[config.mk]
export PLATFORM = sky130hd
export DESIGN_NAME = cltlb_ram
export DESIGN_NICKNAME = d
export VERILOG_FILES = /design/src/hw/rtl/cltlb_ram.sv
export SDC_FILE = /design/constraint.sdc
export NUM_CORES = 2
export LEC_CHECK = 0
export BUFFER_PORTS_ARGS = -buffer_cell sky130_fd_sc_hd__buf_2
export CAP_MARGIN = 5
export CORE_ASPECT_RATIO = 0.8
export CORE_MARGIN = 8
export CORE_UTILIZATION = 50
export CTS_CLUSTER_SIZE = 8
export DETAILED_ROUTE_END_ITERATION = 10
export HOLD_SLACK_MARGIN = 0.15
export PLACE_DENSITY = 0.65
export SLEW_MARGIN = 20
export SYNTH_ARGS = -nofsm -noshare
export SYNTH_HDL_FRONTEND = slang
export SYNTH_SLANG_ARGS = --single-unit
[constraint.sdc]
create_clock -name clk -period 5 [get_ports clk]
set_input_delay 0.5 -clock clk [delete_from_list [all_inputs] [get_ports clk]]
set_output_delay 0.5 -clock clk [all_outputs]
set_load 0.03 [all_outputs]
[src/hw/rtl/cltlb_ram.sv]
module cltlb_ram #(
  parameter int WIDTH = 8,
  parameter int DEPTH = 256
) (
  input  logic                     clk,
  input  logic                     we,
  input  logic [$clog2(DEPTH)-1:0] waddr,
  input  logic [WIDTH-1:0]         wdata,
  input  logic [$clog2(DEPTH)-1:0] raddr,
  output logic [WIDTH-1:0]         rdata
);
  logic [WIDTH-1:0] mem [DEPTH];

  always_ff @(posedge clk) begin
    if (we) begin
      mem[waddr] <= wdata;
    end
    rdata <= mem[raddr];
  end
endmodule

==> metrics.md <==
| Metric | Value |
|---|---|
| Leakage | `28.1 nW` |
| H-tree lvl count | `5` |
| Pre-CTS setup slack | `0.952 ns` |
| Min setup slack post-route | `1.83 ns` |
| CTS tree | `built` |
| CP Class | `in2reg` |
| Startpoint types | `input port` |
| Setup violators final | `0` |
| Most common cell in the netlist | `edfxtp_1` |
| PortBufs | `33` |
| Synth Net Count | `3759` |
| Post-DR wirelength/cell | `32.6 um` |
| Unique masters post-synth | `55` |
| Rel. slew slack | `15.4%` |
| Fin. Hold Viols | `0` |
| Gr usage total | `23.0%` |
| Max frequency | `0.316 GHz` |
| Number of flops mapped to enable cells by yosys | `2048` |
| Largest net degree at the start of global routing | `146` |
| Setup Buffers After CTS | `0` |
| Gpl congestion | `0.854` |
| CTS root buf | `clkbuf_16` |
| Crit Path Max Fanout | `41` |
| Crit path capture type | `flip-flop` |
| Cells after Synth | `3733` |
| Layout net count | `4004` |
| Combinational share of power | `4.6%` |
| Final min period | `3.17 ns` |
| Worst min path class | `in2reg` |
| Grt ovf | `0` |
| Share of cells above drive strength 1 | `23.9%` |
| Initial Utilization | `50.1%` |
| DRT iter0 DRCs | `5205` |
| Part of the power in the clock network | `46.0%` |
| FILL cells | `11603` |
| Synthesized area per cell | `21.3 sq um` |
| Switching Share | `20.5%` |
| Primary FF master, synth | `edfxtp_1` |
| Remaining DRCs | `0` |
| P_sw | `7.90 mW` |
| Post-synthesis cell area | `79600 sq um` |
| Fin. max-slew vios | `0` |
| Vias | `39591` |
| Crit path DAT | `3.88 ns` |
| Top cells by area, synth | `edfxtp_1 77%, mux4_2 13%, mux2i_1 1.7%, nor2_1 1.3%, a22oi_1 1.3%` |
| Placed cells | `5794` |
| Seq pwr share | `49.4%` |
| Async SR Flop Fraction | `0%` |
| Top cells by instance count after synthesis | `2048 x edfxtp_1, 454 x mux4_2, 282 x nor2_1, 134 x mux2i_1, 133 x a22oi_1` |
| Synth warn | `0` |
| DIE HEIGHT | `373 um` |
| Vias in the first global route | `39618` |
| Min Hold Slack | `0.184 ns` |
| Area delta synth->final | `13.7%` |
| RSZ-0062 raised after global routing | `false` |
| Worst skew pair latency | `0.90 ns` |
| Fin crit share | `63.4%` |
| Clk buf depth | `4` |
| CTS Buf Count | `307` |
| Max-cap violations | `0` |
| CTS sink count | `2056` |
| Die width | `462 um` |
| Die ar. | `172000 sq um` |
| Worst vdd ir | `0.000406 V` |
| P per Cell Area | `427 nW/um^2` |
| Final TNS setup | `0 ns` |
| Post-route antenna net violation count | `0` |
| Post-synth top area cell | `edfxtp_1` |
| Share of the synthesized area in the top cell type | `77.3%` |
| Critical Path RT | `5.71 ns` |
| DR pass1 iterations | `5` |
| Core Rows | `131` |
| Worst Skew | `0.0400 ns` |
| Antenna violations before repair | `15` |
| Detailed Route WL | `200 mm` |
| Slew @ Worst Pin | `1.26 ns` |
| CORE AREA | `159000 sq um` |
| Vias per inst | `6.44` |
| Sequential element share of the synthesized area | `77.5%` |
| Yosys reg bits | `2056` |
| Status | `complete, no violations` |
| First-pass GRT wire length | `289 mm` |
| Worst-path clk slew | `0.05 ns` |
| Hpwl dp | `121 mm` |
| Top-Level Pins | `34` |
| Post-route insts no fill | `6150` |
| Cell internal pwr | `30.7 mW` |
## power groups by stage
| stage | Sequential [mW] | Clock, mW | Combinational (mW) |
|---|---|---|---|
| 6_report | 19.1 | 17.8 | 1.77 |
| 2_1_floorplan | 19.4 | 0 | 0.923 |
| 4_1_cts | 19.1 | 18.0 | 1.76 |
| 3_5_place_dp | 19.4 | 0 | 1.76 |
| 5_1_grt | 19.1 | 18.7 | 1.85 |
| 3_3_place_gp | 19.4 | 0 | 1.74 |
## worst max-delay path, cell delays in order
cell     delay (ns)
buf_8          0.41
buf_12         0.30
buf_4          0.31
buf_4          0.25
mux4_2         0.51
a22oi_1        0.39
a21oi_1        0.17
nor4_1         0.70
buf_4          0.23
nor4_1         0.05
## worst paths after layout
check         startpoint          end  slack (ns)  depth (start not counted)
max             raddr[0]     rdata[4]        1.83                         10
min             wdata[3]  mem[226][3]        0.18                          1
max reg2reg  mem[100][0]     rdata[0]        2.14                          7
min reg2reg   mem[60][4]     rdata[4]        1.16                          6
## cells by family (layout without fill, tap and decap cells)
group | after synthesis | in the layout | share of synthesized area, %
other cells | 0 | 8 | 0
compound gates | 385 | 385 | 3.42
simple gates | 466 | 466 | 2.63
buf+inv | 235 | 516 | 1.83
flops | 2056 | 2056 | 77.5
mux | 591 | 591 | 14.6
## layout by cell type (no fill, tap or decap), types with 13 or more instances in the layout
| cell | Yosys | layout |
|---|---|---|
| nor4_1 | 24 | 23 |
| clkbuf_1 | 111 | 23 |
| buf_12 | 8 | 21 |
| nand2_1 | 33 | 32 |
| a221oi_1 | 13 | 13 |
| clkbuf_16 | 0 | 315 |
| a21oi_1 | 96 | 96 |
| o22ai_1 | 28 | 28 |
| nand3_1 | 34 | 34 |
| mux4_2 | 454 | 454 |
| o221ai_1 | 46 | 46 |
| nor3_1 | 22 | 22 |
| buf_2 | 31 | 21 |
| a22oi_1 | 133 | 133 |
| a211oi_1 | 16 | 16 |
| edfxtp_1 | 2048 | 2048 |
| nor2_1 | 282 | 279 |
| buf_4 | 27 | 114 |
| nor2b_1 | 31 | 28 |
| mux2i_1 | 134 | 134 |
## repair_timing
item / 4_1_cts / 5_1_grt
gates resized for setup: 0 / 0
hold buffers: 2 / 1
endpoints found under the hold margin: 41 / 2
## metrics by stage
step | total power [mW] | area [sq um] | utilization [%]
after floorplan | 20.3 | 79600 | -
after global placement | 21.2 | 82300 | 51.9
after detailed placement | 21.2 | 82400 | 51.9
after CTS | 38.8 | 90400 | 57.0
after global routing | 39.6 | 90400 | 57.0
final | 38.6 | 90400 | 57.0
## flip-flops by register name, indices dropped and copies added (netlist names)
register / cells
mem: 2048
rdata: 8
## layer usage
| layer | global-route usage [%] | part of all wire [%] |
|---|---|---|
| met1 | 34.7 | 42 |
| met2 | 33.1 | 45 |
| met3 | 6.10 | 10 |
| met4 | 7.21 | 2.7 |
| met5 | 0 | 0.0065 |
## layout make-up
cell class	count	area, sq um	share of cell area (%)
clock inverter	7	72.6	0.0802
antenna	8	20.0	0.0221
inverter	2	7.51	0.00830
sequential	2056	61700	68.2
tap	2128	2660	2.94
timing repair buffer	169	1560	1.73
clock buffer	338	7970	8.81
multi-input combinational	1442	16500	18.2
No activity file was read; power rests on OpenSTA's default activity.
